File: src/rtl/necir_pkg.sv
// ----------------------------------------------------------------------------
// necir_pkg
// shared types and constants for the nec infrared edge decoder
// ----------------------------------------------------------------------------
`default_nettype none

package necir_pkg;

    // decoder phases
    localparam logic [2:0] PH_IDLE      = 3'd0;
    localparam logic [2:0] PH_LEAD_LOW  = 3'd1;
    localparam logic [2:0] PH_LEAD_HIGH = 3'd2;
    localparam logic [2:0] PH_DATA      = 3'd3;
    localparam logic [2:0] PH_DONE      = 3'd4;

    // item kinds carried in tuser
    localparam logic ACT_EDGE  = 1'b0;
    localparam logic ACT_CLEAR = 1'b1;

    // window register indexes
    localparam int NUM_WIN = 6;
    localparam logic [2:0] WIN_LEADER_LOW  = 3'd0;
    localparam logic [2:0] WIN_LEADER_HIGH = 3'd1;
    localparam logic [2:0] WIN_REPEAT_HIGH = 3'd2;
    localparam logic [2:0] WIN_BIT_LOW     = 3'd3;
    localparam logic [2:0] WIN_ZERO_HIGH   = 3'd4;
    localparam logic [2:0] WIN_ONE_HIGH    = 3'd5;

    // window reset values, maximum in the upper half, minimum in the lower
    localparam logic [31:0] WIN_LEADER_LOW_RST  = 32'h251C_2134; // 8500..9500
    localparam logic [31:0] WIN_LEADER_HIGH_RST = 32'h1388_0FA0; // 4000..5000
    localparam logic [31:0] WIN_REPEAT_HIGH_RST = 32'h09C4_07D0; // 2000..2500
    localparam logic [31:0] WIN_BIT_LOW_RST     = 32'h02BC_0190; // 400..700
    localparam logic [31:0] WIN_ZERO_HIGH_RST   = 32'h02BC_0190; // 400..700
    localparam logic [31:0] WIN_ONE_HIGH_RST    = 32'h076C_05DC; // 1500..1900

    localparam int FRAME_W = 32;
    localparam int OUT_W   = 64;

    typedef logic [NUM_WIN-1:0][31:0] win_array_t;

    // decoder state shared between the top level and the step logic
    typedef struct packed {
        logic [2:0]         phase;
        logic [FRAME_W-1:0] frame;
        logic [5:0]         bits;
        logic               ready;
        logic               rep;
        logic [7:0]         last_cmd;
    } dec_state_t;

    // inclusive window check, an inverted window never matches
    function automatic logic in_window(input logic [31:0] val, input logic [31:0] win);
        logic [31:0] lo;
        logic [31:0] hi;
        lo = {16'd0, win[15:0]};
        hi = {16'd0, win[31:16]};
        return (val >= lo) && (val <= hi);
    endfunction

endpackage

`default_nettype wire

File: src/rtl/nec_ir_edge_decoder_unit.sv
// ----------------------------------------------------------------------------
// nec_ir_edge_decoder_unit
// nec infrared remote decoder driven by timestamped pin edges
// ----------------------------------------------------------------------------
// usage
//   s_axis carries one item per edge or clear command: tuser is the kind
//   (edge or clear), tdata holds the microsecond timestamp and the pin level.
//   every accepted item yields exactly one result item on m_axis reporting
//   the decoder state after that item: ready, repeat flag, frame, address
//   and command bytes with their inverse checks, held command and phase.
//   cfg writes the six timing windows (index 0..5), each a 16-bit minimum
//   in the low half and a 16-bit maximum in the high half; other indexes
//   are ignored. cfg_ready is always high; write only while no item is
//   in flight.
// timing
//   an accepted item's result is registered and shows on m_axis in the next
//   cycle. one item per cycle is sustained while m_axis takes results, set by
//   the single output register after the subtract-and-compare step.
// reset and stall
//   rst_n clears the decoder to idle and loads the default windows; no
//   clearing pass. when m_axis stalls, the result holds in the output
//   register and s_axis_tready drops until it is taken; a result taken in
//   the same cycle frees the register for the next item.
// ----------------------------------------------------------------------------
`default_nettype none

module nec_ir_edge_decoder_unit
    import necir_pkg::*;
#(
    parameter int TIMER_WIDTH  = 16,
    parameter int FRAME_LENGTH = 32
)
(
    input  wire logic                clk,
    input  wire logic                rst_n,
    // input items
    input  wire logic                s_axis_tvalid,
    output logic                     s_axis_tready,
    // tdata: edge_time [TIMER_WIDTH-1:0], level_high, zero fill
    input  wire logic [((TIMER_WIDTH+8)/8)*8-1:0] s_axis_tdata,
    // tuser: action (0 edge, 1 clear)
    input  wire logic                s_axis_tuser,
    // result items
    output logic                     m_axis_tvalid,
    input  wire logic                m_axis_tready,
    // tdata: ready_res, repeat_flag, raw_frame[31:0], address_byte[7:0],
    // command_byte[7:0], address_check_ok, command_check_ok,
    // held_command[7:0], decoder_phase[2:0], one zero fill bit
    output logic [OUT_W-1:0]         m_axis_tdata,
    // configuration writes
    input  wire logic                cfg_valid,
    output logic                     cfg_ready,
    input  wire logic [2:0]          cfg_index,
    input  wire logic [31:0]         cfg_data
);

    // decoder state
    dec_state_t             state_reg;
    dec_state_t             state_next;
    logic [TIMER_WIDTH-1:0] prev_time_reg;
    logic [TIMER_WIDTH-1:0] prev_time_next;

    // timing windows
    win_array_t             win_reg;

    // output register
    logic                   m_valid_reg;
    logic [OUT_W-1:0]       m_data_reg;
    logic [OUT_W-1:0]       m_data_next;

    logic                   s_fire;
    logic                   addr_ok;
    logic                   cmd_ok;

    assign cfg_ready     = 1'b1;
    assign s_axis_tready = !m_valid_reg || m_axis_tready;
    assign s_fire        = s_axis_tvalid && s_axis_tready;
    assign m_axis_tvalid = m_valid_reg;
    assign m_axis_tdata  = m_data_reg;

    necir_step #(
        .TIMER_WIDTH  (TIMER_WIDTH),
        .FRAME_LENGTH (FRAME_LENGTH)
    ) u_step (
        .cur        (state_reg),
        .prev_time  (prev_time_reg),
        .win        (win_reg),
        .action     (s_axis_tuser),
        .edge_time  (s_axis_tdata[TIMER_WIDTH-1:0]),
        .level_high (s_axis_tdata[TIMER_WIDTH]),
        .nxt        (state_next),
        .nxt_time   (prev_time_next)
    );

    // byte checks on the updated frame
    assign addr_ok = (state_next.frame[7:0]   == ~state_next.frame[15:8]);
    assign cmd_ok  = (state_next.frame[23:16] == ~state_next.frame[31:24]);

    assign m_data_next = {1'b0,
                          state_next.phase,
                          state_next.last_cmd,
                          cmd_ok,
                          addr_ok,
                          state_next.frame[23:16],
                          state_next.frame[7:0],
                          state_next.frame,
                          state_next.rep,
                          state_next.ready};

    // decoder state, updated once per accepted item
    always_ff @(posedge clk or negedge rst_n)
    begin
        if (!rst_n)
        begin
            state_reg     <= '0;
            prev_time_reg <= '0;
        end
        else if (s_fire)
        begin
            state_reg     <= state_next;
            prev_time_reg <= prev_time_next;
        end
    end

    // window registers
    always_ff @(posedge clk or negedge rst_n)
    begin
        if (!rst_n)
        begin
            win_reg[WIN_LEADER_LOW]  <= WIN_LEADER_LOW_RST;
            win_reg[WIN_LEADER_HIGH] <= WIN_LEADER_HIGH_RST;
            win_reg[WIN_REPEAT_HIGH] <= WIN_REPEAT_HIGH_RST;
            win_reg[WIN_BIT_LOW]     <= WIN_BIT_LOW_RST;
            win_reg[WIN_ZERO_HIGH]   <= WIN_ZERO_HIGH_RST;
            win_reg[WIN_ONE_HIGH]    <= WIN_ONE_HIGH_RST;
        end
        else if (cfg_valid && cfg_ready)
        begin
            unique case (cfg_index)
                WIN_LEADER_LOW:  win_reg[WIN_LEADER_LOW]  <= cfg_data;
                WIN_LEADER_HIGH: win_reg[WIN_LEADER_HIGH] <= cfg_data;
                WIN_REPEAT_HIGH: win_reg[WIN_REPEAT_HIGH] <= cfg_data;
                WIN_BIT_LOW:     win_reg[WIN_BIT_LOW]     <= cfg_data;
                WIN_ZERO_HIGH:   win_reg[WIN_ZERO_HIGH]   <= cfg_data;
                WIN_ONE_HIGH:    win_reg[WIN_ONE_HIGH]    <= cfg_data;
                default:         ; // indexes past the list are dropped
            endcase
        end
    end

    // output valid
    always_ff @(posedge clk or negedge rst_n)
    begin
        if (!rst_n)
            m_valid_reg <= 1'b0;
        else if (s_fire)
            m_valid_reg <= 1'b1;
        else if (m_axis_tready)
            m_valid_reg <= 1'b0;
    end

    // output payload, no reset needed
    always_ff @(posedge clk)
    begin
        if (s_fire)
            m_data_reg <= m_data_next;
    end

`ifndef SYNTHESIS
    // a done frame always carries the ready flag
    assert property (@(posedge clk) disable iff (!rst_n)
        (state_reg.phase == PH_DONE) |-> state_reg.ready)
        else $error("done phase without ready flag");

    // a repeat code is only flagged together with ready
    assert property (@(posedge clk) disable iff (!rst_n)
        state_reg.rep |-> state_reg.ready)
        else $error("repeat flag without ready flag");

    // the bit count never runs past the frame length
    assert property (@(posedge clk) disable iff (!rst_n)
        state_reg.bits <= 6'(FRAME_LENGTH))
        else $error("bit count beyond frame length");

    // a clear leaves the decoder idle and not ready
    assert property (@(posedge clk) disable iff (!rst_n)
        (s_fire && (s_axis_tuser == ACT_CLEAR)) |=>
            (!state_reg.ready && (state_reg.phase == PH_IDLE) && (prev_time_reg == '0)))
        else $error("clear did not restart the decoder");

    // a held result stays stable while it is stalled and no item is accepted
    assert property (@(posedge clk) disable iff (!rst_n)
        (m_valid_reg && !m_axis_tready && !s_fire) |=> $stable(m_data_reg))
        else $error("held result changed");
`endif

endmodule

`default_nettype wire

File: src/rtl/necir_step.sv
// ----------------------------------------------------------------------------
// necir_step
// next-state logic of the decoder for one accepted item
// ----------------------------------------------------------------------------
`default_nettype none

module necir_step
    import necir_pkg::*;
#(
    parameter int TIMER_WIDTH  = 16,
    parameter int FRAME_LENGTH = 32
)
(
    input  wire dec_state_t             cur,
    input  wire logic [TIMER_WIDTH-1:0] prev_time,
    input  wire win_array_t             win,
    input  wire logic                   action,
    input  wire logic [TIMER_WIDTH-1:0] edge_time,
    input  wire logic                   level_high,
    output dec_state_t                  nxt,
    output logic [TIMER_WIDTH-1:0]      nxt_time
);

    localparam logic [5:0] FRAME_BITS = 6'(FRAME_LENGTH);

    logic [TIMER_WIDTH-1:0] dur;
    logic [31:0]            dur_ext;
    logic                   abort;
    logic [FRAME_W-1:0]     bit_mask;

    assign dur      = edge_time - prev_time;
    assign dur_ext  = 32'(dur);
    assign bit_mask = FRAME_W'(1) << cur.bits[4:0];

    always_comb
    begin
        nxt      = cur;
        nxt_time = edge_time;
        abort    = 1'b0;
        if (action == ACT_CLEAR)
        begin
            nxt.ready = 1'b0;
            abort     = 1'b1;
        end
        else
        begin
            unique case (cur.phase)
                PH_IDLE:
                begin
                    if (!level_high)
                        nxt.phase = PH_LEAD_LOW;
                end
                PH_LEAD_LOW:
                begin
                    if (level_high && in_window(dur_ext, win[WIN_LEADER_LOW]))
                        nxt.phase = PH_LEAD_HIGH;
                    else
                        abort = 1'b1;
                end
                PH_LEAD_HIGH:
                begin
                    if (level_high)
                        abort = 1'b1;
                    else if (in_window(dur_ext, win[WIN_LEADER_HIGH]))
                    begin
                        nxt.phase = PH_DATA;
                        nxt.frame = '0;
                        nxt.bits  = '0;
                        nxt.rep   = 1'b0;
                    end
                    else if (in_window(dur_ext, win[WIN_REPEAT_HIGH]))
                    begin
                        nxt.phase = PH_IDLE;
                        nxt.frame = '0;
                        nxt.bits  = '0;
                        nxt.rep   = 1'b1;
                        nxt.ready = 1'b1;
                    end
                    else
                        abort = 1'b1;
                end
                PH_DATA:
                begin
                    if (level_high)
                    begin
                        if (!in_window(dur_ext, win[WIN_BIT_LOW]))
                            abort = 1'b1;
                    end
                    else
                    begin
                        if (cur.bits < FRAME_BITS)
                        begin
                            if (in_window(dur_ext, win[WIN_ZERO_HIGH]))
                            begin
                                nxt.frame = cur.frame & ~bit_mask;
                                nxt.bits  = cur.bits + 6'd1;
                            end
                            else if (in_window(dur_ext, win[WIN_ONE_HIGH]))
                            begin
                                nxt.frame = cur.frame | bit_mask;
                                nxt.bits  = cur.bits + 6'd1;
                            end
                            else
                                abort = 1'b1;
                        end
                        // frame complete once the last gap is counted
                        if (!abort && (nxt.bits == FRAME_BITS))
                        begin
                            nxt.last_cmd = nxt.frame[23:16];
                            nxt.ready    = 1'b1;
                            nxt.phase    = PH_DONE;
                        end
                    end
                end
                PH_DONE:
                begin
                    nxt = cur;
                end
                default:
                begin
                    abort = 1'b1;
                end
            endcase
        end

        if (abort)
        begin
            nxt.phase = PH_IDLE;
            nxt.frame = '0;
            nxt.bits  = '0;
            nxt.rep   = 1'b0;
            nxt_time  = '0;
        end
    end

endmodule

`default_nettype wire

File: config.mk
export PLATFORM = sky130hd
export DESIGN_NAME = nec_ir_edge_decoder_unit
export DESIGN_NICKNAME = d
export VERILOG_FILES = /design/src/rtl/necir_pkg.sv /design/src/rtl/nec_ir_edge_decoder_unit.sv /design/src/rtl/necir_step.sv
export SDC_FILE = /design/constraint.sdc
export NUM_CORES = 1
export LEC_CHECK = 0
export ABC_CLOCK_PERIOD_IN_PS = 5300
export BUFFER_PORTS_ARGS = -buffer_cell sky130_fd_sc_hd__buf_2
export CORE_MARGIN = 5
export CORE_UTILIZATION = 35
export CTS_CLUSTER_SIZE = 12
export DETAILED_ROUTE_END_ITERATION = 12
export MAX_ROUTING_LAYER = met4
export PLACE_DENSITY = 0.62
export SLEW_MARGIN = 20
export SYNTH_ARGS = -nofsm -noshare
export SYNTH_HDL_FRONTEND = slang
export SYNTH_HIERARCHICAL = 1
export SYNTH_SLANG_ARGS = --single-unit
File: constraint.sdc
create_clock -name clk -period 5.3 [get_ports clk]
set_clock_uncertainty 0.2 [all_clocks]
set_input_delay 1.06 -clock clk [delete_from_list [all_inputs] [get_ports clk]]
set_output_delay 1.06 -clock clk [all_outputs]
set_load 0.05 [all_outputs]
==> implementation parameters, run 1 <==
Parameter                              Value

Cells and area
  Filler cell count in the final layout    4894
  Area growth from synthesis to layout    28.74%
  Share of cells above drive strength 1    42.11%
  Flip-flop count of the largest register, all copies and words added    192
  Nets@finish    2322
  Post-layout utilization of the core    45.47%

Synthesis
  Fraction of registers with async set or reset after synthesis    84.69%
  Largest cells by area after synthesis    sky130_fd_sc_hd__dfrtp_1, sky130_fd_sc_hd__ha_1, sky130_fd_sc_hd__mux2_2, sky130_fd_sc_hd__dfstp_2, sky130_fd_sc_hd__edfxtp_1
  Leading register cell type out of synthesis    sky130_fd_sc_hd__dfrtp_1
  Number of warnings issued by yosys    6
  Post-synthesis instance area    0.01897 mm²
  Per-instance average area after synthesis    11.02 µm²
  Most common cell in the netlist    sky130_fd_sc_hd__mux2_2
  Net count of the mapped netlist    2000
  Area share of the largest cell type after synthesis    25.72%
  Top post-synthesis cells by count    sky130_fd_sc_hd__mux2_2, sky130_fd_sc_hd__inv_1, sky130_fd_sc_hd__ha_1
  Post-synth EDFFs    47
  Top cell type by total area after synthesis    sky130_fd_sc_hd__dfrtp_1
  Sequential share of the synthesized area    42.17%
  Number of instances in the synthesized netlist    1721
  Total of flip-flops plus latches after synthesis    307
  Unique masters post-synth    83

Outcome
  Outcome    complete, but fails checks
  Violated checks    negative setup slack

STA
  Unrepaired setup endpoints after global routing    true
  Tightest Pin Transition    1.093 ns
  Endpoints failing hold    0
  Final period util    110.3%
  Worst rel slew slack    27.11%
  Setup ws final    -0.5460 ns
  Post-layout min period    5.846 ns
  Number of setup violations in the final report    114
  Max-slew violation total from the final report    0
  Fmax    171.1 MHz
  Tightest hold margin    0.1640 ns

Drt
  Antenna-violating nets left    0
  Via/cell ratio    5.191
  Initial DRC count    732
  DRT Wirelength    54850 µm
  Via total after detailed routing    14410
  Remaining DRCs    0
  WL/cell    19.76 µm
  Drt pass-1 iters    5

Worst setup path
  Highest fanout seen on the critical path    7
  Element type at the critical path start    input port
  Required @ worst endpoint    5.43 ns
  Element type at the critical path end    flip-flop
  Slowest-stage cell, CP    sky130_fd_sc_hd__or4_4
  Type of the setup path with the least slack    input port to flip-flop
  Arrival time at the worst endpoint    5.97 ns
  Largest stage delay on the critical path    0.55 ns

Floorplan
  Number of placed I/O pins    132
  Starting density of the core    35.32%
  Placeable core region    0.05371 mm²
  Die Y-Extent    242.8 µm
  Die ar.    0.05895 mm²
  Site Rows    85
  Die span in x    242.8 µm

Placed design
  Half-perimeter wire length after detailed placement    39020 µm
  IO buf count    122
  Routability Congestion    0.8939
  Post-Place Worst Slack    -1.624 ns

Clocking
  CTS root buffer    sky130_fd_sc_hd__clkbuf_16
  Clk slew on worst S/H paths    0.06 ns
  Maximum clock path buffer count    3
  Clock buffer count from CTS    38
  Quantity of hold-fixing buffers added after cts    0
  CTS tree    built
  H-Tree Depth    2
  CTS Sinks    307
  Worst-Skew Late Latency    0.56 ns

Job
  Number of maximum-capacitance violations    0

Pwr
  Maximum ir drop on the vdd rail    0.2996 mV
  Standby leakage power    0.01131 µW
  Power density relative to cell area    436.8 mW/mm²

Global routing
  Global-route wire length before repair    85910 µm
  Vias in the first global route    15210
  Congestion Overflow GR    0
  Total GRT Usage    18.67%
  Maximum number of pins on one net before global-route repair    115
  Initial antenna violation count    7

Worst hold path
  Worst hold path class    input port to async pin
-- cell type report --
type                       instances  area (µm²)  share of cell area, %
timing repair buffer             355        2803                  11.48
clock inverter                    19       171.4                 0.7019
antenna                            7       17.52                0.07173
inverter                         223       849.6                  3.479
clock buffer                      51        1080                  4.422
sequential                       307        7999                  32.75
multi-input combinational       1118       10630                  43.53
tap                              696       870.8                  3.566
-- power by group --
group / total, µW / internal [µW] / switching [µW]
Clock: 2580 / 1500 / 1090
Combinational: 4940 / 2320 / 2620
Sequential: 3140 / 2900 / 246
Total: 10700 / 6710 / 3950
-- kinds of logic (layout without fill, tap and decap cells) --
kind of cell | after synthesis | in the layout | share of synthesized area [%]
simple gates | 291 | 292 | 8.271
mux | 267 | 267 | 16.44
compound gates | 315 | 315 | 10.63
other cells | 2 | 9 | 0.03959
fa+ha+maj | 214 | 214 | 14.15
flops | 307 | 307 | 42.17
buf+inv | 297 | 648 | 7.005
xor+xnor | 28 | 28 | 1.293
-- worst paths after layout --
| kind | start | end | slack, ns | depth (start not counted) |
|---|---|---|---|---|
| worst max register to register | prev_time_reg[1] | m_axis_tdata[51] | -0.40 | 31 |
| min in group clk | win_reg[133] | win_reg[133] | 0.29 | 1 |
| worst min-delay path | rst_n | state_reg[27] | 0.16 | 1 |
| worst max-delay path | s_axis_tdata[0] | m_axis_tdata[51] | -0.55 | 30 |
| max in group asynchronous | rst_n | win_reg[74] | 3.53 | 3 |
| worst min register to register | win_reg[133] | win_reg[133] | 0.29 | 1 |
-- timing repair --
item	in CTS	in global routing
buffers inserted	29	18
gates resized for setup	104	47
endpoints found under the setup margin	114	114
gates cloned	5	0
pin swaps	17	40
-- critical path, delay by kind of cell --
family	cells	cell delay (ns)
adders and majority gates	3	0.77
xor gates and xnor gates	2	0.30
and+or+nand+nor	9	1.53
buffers and inverters	7	0.80
AOI/OAI and AO/OA	9	1.49
-- cell usage in the layout, fill, tap and decap left out, drive strengths merged, types with 4 or more instances in the layout --
cell type,synthesis,final
o21a,8,8
a2111oi,4,4
dfstp,65,65
nor2b,19,19
a31oi,7,7
a211o,6,6
nor2,61,61
nand2b,10,10
xnor2,11,11
a211oi,13,13
mux2,267,267
o31ai,6,6
inv,222,223
nor3,14,14
o211ai,12,12
buf,52,354
nor4,17,17
or3,8,8
diode,0,7
xor2,17,17
nand4,37,37
nand3,30,30
nand2,56,57
clkinv,1,17
o221ai,15,15
nor3b,4,4
o21ai,64,64
clkbuf,22,52
a21o,24,24
edfxtp,47,47
ha,213,213
and3,18,18
dfrtp,195,195
a21oi,113,113
a21boi,4,4
-- stage by stage --
stage | TNS (ns) | area, µm² | power [µW] | cells
2_1_floorplan | -60.33 | 19520 | 5741 | 1721
3_3_place_gp | -131.76 | 22110 | 7447 | 2653
3_5_place_dp | -142.03 | 22110 | 7582 | 2653
4_1_cts | -40.72 | 24150 | 10600 | 2756
5_1_grt | -63.03 | 24420 | 11370 | 2776
6_report | -39.95 | 24420 | 10670 | 2776
-- routing by layer --
layer / up-vias / part of all wire [%] / global-route usage, %
li1: 6793 / - / -
met1: 7216 / 45 / 24.29
met2: 315 / 47 / 29.76
met3: 87 / 5.3 / 3.861
met4: 0 / 2.5 / 5.307
met5: - / 0 / -
No activity file was read; power rests on OpenSTA's default activity.
==> run 2, diff against run 1 <==
--- a/config.mk
+++ b/config.mk
@@ -9,10 +9,12 @@
 export BUFFER_PORTS_ARGS = -buffer_cell sky130_fd_sc_hd__buf_2
 export CORE_MARGIN = 5
 export CORE_UTILIZATION = 35
+export CTS_BUF_LIST = sky130_fd_sc_hd__clkbuf_8
 export CTS_CLUSTER_SIZE = 12
 export DETAILED_ROUTE_END_ITERATION = 12
 export MAX_ROUTING_LAYER = met4
 export PLACE_DENSITY = 0.62
+export SETUP_SLACK_MARGIN = 0.15
 export SLEW_MARGIN = 20
 export SYNTH_ARGS = -nofsm -noshare
 export SYNTH_HDL_FRONTEND = slang
==> implementation parameters, run 2 (synthesized netlist as in run 1, its figures left out) <==
Parameter                              Value

Worst setup path
  Depth of the critical timing path with buffers and inverters included    27 (-10%)
  Element type at the critical path start    input port
  WP buf/inv    6 (-1)
  Slowest-stage cell, CP    sky130_fd_sc_hd__or4_4
  Element type at the critical path end    flip-flop
  Launch point of the worst path    s_axis_tdata[0]
  Highest fanout seen on the critical path    6 (-1)
  Setup slack on the worst flop-to-flop path    -0.32 ns (+0.08 ns)
  Largest stage delay on the critical path    0.55 ns (about the same)
  Type of the setup path with the least slack    input port to flip-flop
  Number of cells on the worst reg-to-reg path    25 (-19%)
  CP delay by family, top    simple AND/OR/NAND/NOR gates
  Arrival time at the worst endpoint    6.07 ns (+0.10 ns)
  Endpoint of the worst setup timing path    state_reg[0]
  Required @ worst endpoint    5.63 ns (+0.20 ns)
  RR Endpoint    state_reg[0]
  Worst r2r src    prev_time_reg[0]

Clocking
  Clock buffer count from CTS    55 (+45%)
  H-Tree Depth    2 (unchanged)
  Quantity of hold-fixing buffers added after cts    0 (unchanged)
  CTS tree    built
  Clk slew on worst S/H paths    0.06 ns (about the same)
  CTS Sinks    307 (unchanged)
  Maximum clock path buffer count    3 (unchanged)
  Worst-Skew Late Latency    0.67 ns (+0.11 ns)
  CTS root buffer    sky130_fd_sc_hd__clkbuf_8

Drt
  Remaining DRCs    0 (unchanged)
  Initial DRC count    856 (+17%)
  Drt pass-1 iters    5 (unchanged)
  WL/cell    19.77 µm (about the same)
  Via/cell ratio    5.211 (+0.38%)
  Via total after detailed routing    14600 (+1.3%)
  Antenna-violating nets left    0 (unchanged)
  DRT Wirelength    55400 µm (+1.0%)

Cells and area
  Nets@finish    2332 (+0.43%)
  Most used cells in the layout excluding fill and tap cells    sky130_fd_sc_hd__inv_1, sky130_fd_sc_hd__mux2_2, sky130_fd_sc_hd__ha_1, sky130_fd_sc_hd__dfrtp_1, sky130_fd_sc_hd__buf_4
  Area growth from synthesis to layout    28.56%
  Commonest non-fill, non-tap cell in the layout    sky130_fd_sc_hd__inv_1
  Share of cells above drive strength 1    42.71% (+0.59 points)
  Flip-flop count of the largest register, all copies and words added    192 (unchanged)
  Count of non-filler cells in the finished layout    2802 (+0.94%)
  Filler cell count in the final layout    4950 (+1.1%)

Floorplan
  Site Rows    85 (unchanged)
  Starting density of the core    35.32% (unchanged)
  Die ar.    0.05895 mm² (unchanged)
  Placeable core region    0.05371 mm² (unchanged)
  Number of placed I/O pins    132 (unchanged)
  Die span in x    242.8 µm (unchanged)
  Die Y-Extent    242.8 µm (unchanged)

STA
  Unrepaired setup endpoints after global routing    true
  Fmax    174.1 MHz (+1.8%)
  Tightest Pin Transition    1.069 ns (-0.02406 ns)
  Final period util    108.3% (-2.0 points)
  Post-layout min period    5.742 ns (-0.1037 ns)
  Number of setup violations in the final report    114 (unchanged)
  Worst rel slew slack    28.71% (+1.6 points)
  Max-slew violation total from the final report    0 (unchanged)
  Endpoints failing hold    0 (unchanged)
  Setup ws final    -0.4423 ns (+0.1037 ns)

Placed design
  Half-perimeter wire length after detailed placement    39020 µm (unchanged)
  Routability Congestion    0.8939 (unchanged)
  IO buf count    122 (unchanged)
  Placed cells    2653 (unchanged)

Worst hold path
  Worst hold path class    input port to async pin

Pwr
  Power density relative to cell area    418.7 mW/mm² (-4.1%)
  Standby leakage power    0.01133 µW (+0.20%)
  Total Power    10210 µW (-4.3%)
  Maximum ir drop on the vdd rail    0.1975 mV (-34%)

Global routing
  Vias in the first global route    15320 (+0.75%)
  Total GRT Usage    18.50% (-0.17 points)
  Global-route wire length before repair    85300 µm (-0.71%)
  Congestion Overflow GR    0 (unchanged)
  Initial antenna violation count    8 (+1)
  Maximum number of pins on one net before global-route repair    115 (unchanged)

Job
  Number of maximum-capacitance violations    0 (unchanged)

Outcome
  Outcome    complete, but fails checks
  Violated checks    negative setup slack
[run 2: changes by cell type in the layout (fill, tap and decap cells not counted), moves of 3 or more]
cell / before / now
sky130_fd_sc_hd__o21ai_2: 6 / 3
sky130_fd_sc_hd__clkbuf_8: 8 / 68
sky130_fd_sc_hd__and3_1: 18 / 9
sky130_fd_sc_hd__and3_4: 0 / 9
sky130_fd_sc_hd__or3_4: 1 / 4
sky130_fd_sc_hd__clkbuf_16: 39 / 4
sky130_fd_sc_hd__clkbuf_1: 5 / 0
sky130_fd_sc_hd__or3_1: 7 / 4
sky130_fd_sc_hd__clkinv_2: 11 / 7
sky130_fd_sc_hd__buf_4: 168 / 153
sky130_fd_sc_hd__buf_6: 46 / 50
sky130_fd_sc_hd__inv_1: 220 / 237
sky130_fd_sc_hd__clkinv_1: 3 / 6
[run 2: per-layer routing]
layer / vias up / routed length [µm] / GRT usage, %
li1: 6836 / - / -
met1: 7307 / 24960 / 23.89
met4: 0 / 1217 / 4.990
met2: 361 / 26090 / 29.65
met5: - / 0 / -
met3: 97 / 3120 / 4.081
[run 2: cell type report]
type | count | area (µm²) | share of cell area [%]
clock inverters | 34 | 170.2 | 0.6978
multi-input cells | 1117 | 10680 | 43.79
diodes | 8 | 20.02 | 0.08209
inverters | 223 | 849.6 | 3.484
well taps | 696 | 870.8 | 3.571
flip-flops and latches | 307 | 7999 | 32.80
repair buffers | 349 | 2863 | 11.74
clock buffers | 68 | 935.9 | 3.838
[run 2: worst min-delay path by stage]
stage / start / to / slack (ns) / depth (start not counted)
after floorplan: win_reg[133] / win_reg[133] / 0.26 / 1
after global placement: win_reg[133] / win_reg[133] / 0.27 / 1
after global routing: rst_n / win_reg[188] / 0.04 / 1
after detailed placement: win_reg[133] / win_reg[133] / 0.28 / 1
final: rst_n / win_reg[140] / 0.06 / 1
after CTS: win_reg[133] / win_reg[133] / 0.29 / 1
[run 2: timing repair]
item / in CTS / in global routing
pin swaps: 17 / 40
resized for setup: 92 / 72
gates cloned: 1 / 3
buffers inserted: 18 / 16
hold endpoints to repair: 0 / 0
endpoints found under the setup margin: 114 / 114
[run 2: where the power goes]
| group | internal (µW) | switching (µW) |
|---|---|---|
| clock | 1170 | 1060 |
| sequential | 2900 | 247 |
| combinational | 2250 | 2580 |
| total | 6320 | 3890 |
[run 2: through the flow]
stage | util [%] | hold slack [ns] | TNS [ns] | instance area [µm²] | setup slack (ns)
global route | 45.41 | 0.04083 | -49.91 | 24390 | -0.6259
detailed placement | 41.17 | 0.2753 | -142.03 | 22110 | -1.624
finish | 45.41 | 0.05937 | -34.58 | 24390 | -0.4423
floorplan | - | 0.2581 | -60.33 | 19520 | -0.8292
global placement | 41.17 | 0.2726 | -131.76 | 22110 | -1.550
CTS | 44.27 | 0.2901 | -28.36 | 23780 | -0.3919
[run 2: worst reg2reg max path, delay by kind of cell (launching register included)]
kind                     cells  cell delay, ns
buffers and inverters        4            0.65
adder cells (fa/ha/maj)      3            0.79
AO/OA/AOI/OAI                8            1.22
flip-flops                   1            0.41
AND/OR/NAND/NOR              7            1.56
XOR/XNOR                     1            0.13
multiplexers                 2            0.56
==> run 3, diff against run 2 <==
--- a/config.mk
+++ b/config.mk
@@ -8,12 +8,11 @@
 export ABC_CLOCK_PERIOD_IN_PS = 5300
 export BUFFER_PORTS_ARGS = -buffer_cell sky130_fd_sc_hd__buf_2
 export CORE_MARGIN = 5
-export CORE_UTILIZATION = 35
+export CORE_UTILIZATION = 34
 export CTS_BUF_LIST = sky130_fd_sc_hd__clkbuf_8
-export CTS_CLUSTER_SIZE = 12
 export DETAILED_ROUTE_END_ITERATION = 12
 export MAX_ROUTING_LAYER = met4
-export PLACE_DENSITY = 0.62
+export PLACE_DENSITY = 0.61
 export SETUP_SLACK_MARGIN = 0.15
 export SLEW_MARGIN = 20
 export SYNTH_ARGS = -nofsm -noshare
==> implementation parameters, run 3 (synthesized netlist as in run 1, its figures left out) <==
Parameter                              Value

Pwr
  Switching power share of the total    37.27% (-0.85 points)
  Total Power    10380 µW (+1.7%)
  Standby leakage power    0.01144 µW (+0.98%)
  Internal power    6512 µW (+3.1%)
  Sequential share of power    30.3% (-0.5 points)
  Clock share of power    23.1% (+1.3 points)
  Sw Pwr    3868 µW (-0.59%)
  Maximum ir drop on the vdd rail    0.1715 mV (-13%)
  Fraction of power consumed by combinational cells    46.6% (-0.8 points)
  Power density relative to cell area    422.6 mW/mm² (+0.95%)

Global routing
  Total GRT Usage    18.08% (-0.43 points)
  Initial antenna violation count    5 (-3)
  Global-route wire length before repair    84990 µm (-0.36%)
  Congestion Overflow GR    0 (unchanged)
  Maximum number of pins on one net before global-route repair    98 (-15%)
  Vias in the first global route    15330 (+0.039%)

Cells and area
  Area growth from synthesis to layout    29.48%
  Flip-flop count of the largest register, all copies and words added    192 (unchanged)
  Nets@finish    2348 (+0.69%)
  Register area    0.007999 mm² (unchanged)
  Commonest non-fill, non-tap cell in the layout    sky130_fd_sc_hd__inv_1
  Most used cells in the layout excluding fill and tap cells    sky130_fd_sc_hd__inv_1, sky130_fd_sc_hd__mux2_2, sky130_fd_sc_hd__ha_1, sky130_fd_sc_hd__dfrtp_1, sky130_fd_sc_hd__buf_4
  Filler cell count in the final layout    5180 (+4.6%)
  Multi-input gate area in the final layout    0.01067 mm² (about the same)
  Share of cells above drive strength 1    43.00% (+0.29 points)

STA
  Worst rel slew slack    28.84% (+0.13 points)
  Total Negative Setup Slacks    -44.82 ns (-10.24 ns)
  Endpoints failing hold    0 (unchanged)
  Fmax    170.6 MHz (-2.1%)
  Setup ws final    -0.5626 ns (-0.1203 ns)
  Post-layout min period    5.863 ns (+0.1203 ns)
  Max-slew violation total from the final report    0 (unchanged)
  Tightest Pin Transition    1.067 ns (-0.001985 ns)
  Unrepaired setup endpoints after global routing    true
  Final period util    110.6% (+2.3 points)
  Number of setup violations in the final report    114 (unchanged)
  Tightest hold margin    0.2359 ns (+0.1766 ns)

Clocking
  Quantity of hold-fixing buffers added after cts    0 (unchanged)
  H-Tree Depth    2 (unchanged)
  CTS tree    built
  CTS root buffer    sky130_fd_sc_hd__clkbuf_8
  Maximum clock path buffer count    3 (unchanged)
  Worst-Skew Late Latency    0.65 ns (-0.02 ns)
  Clk slew on worst S/H paths    0.07 ns (about the same)
  Clock buffer count from CTS    54 (-1.8%)
  CTS Sinks    307 (unchanged)

Floorplan
  Die span in x    246.2 µm (+1.4%)
  Die Y-Extent    246.2 µm (+1.4%)
  Site Rows    86 (+1.2%)
  Die ar.    0.06062 mm² (+2.8%)
  Number of placed I/O pins    132 (unchanged)
  Placeable core region    0.05520 mm² (+2.8%)
  Starting density of the core    34.36% (-0.96 points)

Drt
  Drt pass-1 iters    5 (unchanged)
  Antenna-violating nets left    0 (unchanged)
  Remaining DRCs    0 (unchanged)
  Via total after detailed routing    14640 (+0.28%)
  WL/cell    19.08 µm (-3.5%)
  Via/cell ratio    5.107 (-2.0%)
  Initial DRC count    660 (-23%)
  DRT Wirelength    54690 µm (-1.3%)

Worst setup path
  Depth of the critical timing path with buffers and inverters included    26 (-3.7%)
  Required @ worst endpoint    5.59 ns (-0.04 ns)
  RR Endpoint    state_reg[3]
  Type of the setup path with the least slack    input port to flip-flop
  Setup slack on the worst flop-to-flop path    -0.47 ns (-0.15 ns)
  Launch point of the worst path    s_axis_tdata[0]
  Element type at the critical path end    flip-flop
  Highest fanout seen on the critical path    6 (unchanged)
  Most numerous cell on the critical path    sky130_fd_sc_hd__o21ai_2
  Slowest-stage cell, CP    sky130_fd_sc_hd__or4_4
  Number of cells on the worst reg-to-reg path    24 (-4.0%)
  Worst r2r src    prev_time_reg[0]
  CP delay by family, top    compound AO/OA/AOI/OAI gates
  Arrival time at the worst endpoint    6.15 ns (+0.08 ns)
  WP buf/inv    6 (unchanged)
  Element type at the critical path start    input port
  Largest stage delay on the critical path    0.54 ns (about the same)

Placed design
  Routability Congestion    0.9375 (+4.9%)
  IO buf count    122 (unchanged)
  Post-Place Worst Slack    -1.594 ns (+0.02965 ns)
  Half-perimeter wire length after detailed placement    39220 µm (+0.49%)

Worst hold path
  Worst hold path class    input port to async pin

Outcome
  Violated checks    negative setup slack
  Outcome    complete, but fails checks

Job
  Number of maximum-capacitance violations    0 (unchanged)
==> run 3: cell types whose count changed in the layout (fill, tap and decap cells not counted), moves of 3 or more <==
| cell | change |
|---|---|
| sky130_fd_sc_hd__buf_4 | +31 |
| sky130_fd_sc_hd__buf_6 | -11 |
| sky130_fd_sc_hd__bufinv_16 | +5 |
| sky130_fd_sc_hd__clkbuf_8 | -4 |
| sky130_fd_sc_hd__clkinv_1 | -4 |
| sky130_fd_sc_hd__a21oi_1 | +3 |
| sky130_fd_sc_hd__a21oi_2 | -3 |
| sky130_fd_sc_hd__and3_1 | -3 |
| sky130_fd_sc_hd__and3_4 | +3 |
| sky130_fd_sc_hd__diode_2 | -3 |
| sky130_fd_sc_hd__nor2_1 | +3 |
| sky130_fd_sc_hd__nor2_2 | -3 |
| sky130_fd_sc_hd__nor4_1 | -3 |
| sky130_fd_sc_hd__o221ai_2 | +3 |
==> run 3: cell type report <==
type / count / area share [%]
antenna: 5 / 0.05094
clock buffer: 64 / 3.586
clock inverter: 37 / 1.253
inverter: 223 / 3.459
multi-input combinational: 1117 / 43.46
sequential: 307 / 32.57
tap: 748 / 3.810
timing repair buffer: 366 / 11.81
==> run 3: per-stage QoR <==
stage / instance area, µm² / std cells / utilization, %
after floorplan: 19520 / 1721 / -
after global placement: 22210 / 2718 / 40.23
after detailed placement: 22210 / 2718 / 40.23
after CTS: 23970 / 2840 / 43.43
after global routing: 24560 / 2867 / 44.49
final: 24560 / 2867 / 44.49
==> run 3: how the worst max path moves through the flow <==
stage | to | slack, ns
3_5_place_dp | m_axis_tdata[50] | -1.59
5_1_grt | m_axis_tdata[51] | -0.67
6_report | state_reg[3] | -0.56
2_1_floorplan | state_reg[7] | -0.83
3_3_place_gp | m_axis_tdata[50] | -1.55
4_1_cts | state_reg[4] | -0.38
==> run 3: metal layers <==
| metal | GRT usage (%) | vias up | part of all wire (%) | wire length, µm |
|---|---|---|---|---|
| li1 | - | 6867 | - | - |
| met1 | 24.01 | 7346 | 46 | 25290 |
| met2 | 28.29 | 322 | 46 | 25030 |
| met3 | 3.330 | 107 | 5.0 | 2747 |
| met4 | 5.645 | 0 | 3.0 | 1618 |
| met5 | - | - | 0 | 0 |
==> run 3: what timing repair did <==
action,CTS,global route
gates cloned,0,4
hold endpoints to repair,0,0
pin swaps,22,37
setup endpoints to repair,114,114
setup buffers,21,18
resized for setup,83,70
==> run 3: power groups by stage <==
stage,sequential [µW],clock (µW),combinational [µW]
final,3150,2400,4830
after global routing,3190,2580,5290
after floorplan,3180,0,2560
after global placement,3160,0,4240
after detailed placement,3180,0,4380
after CTS,3140,2480,4620
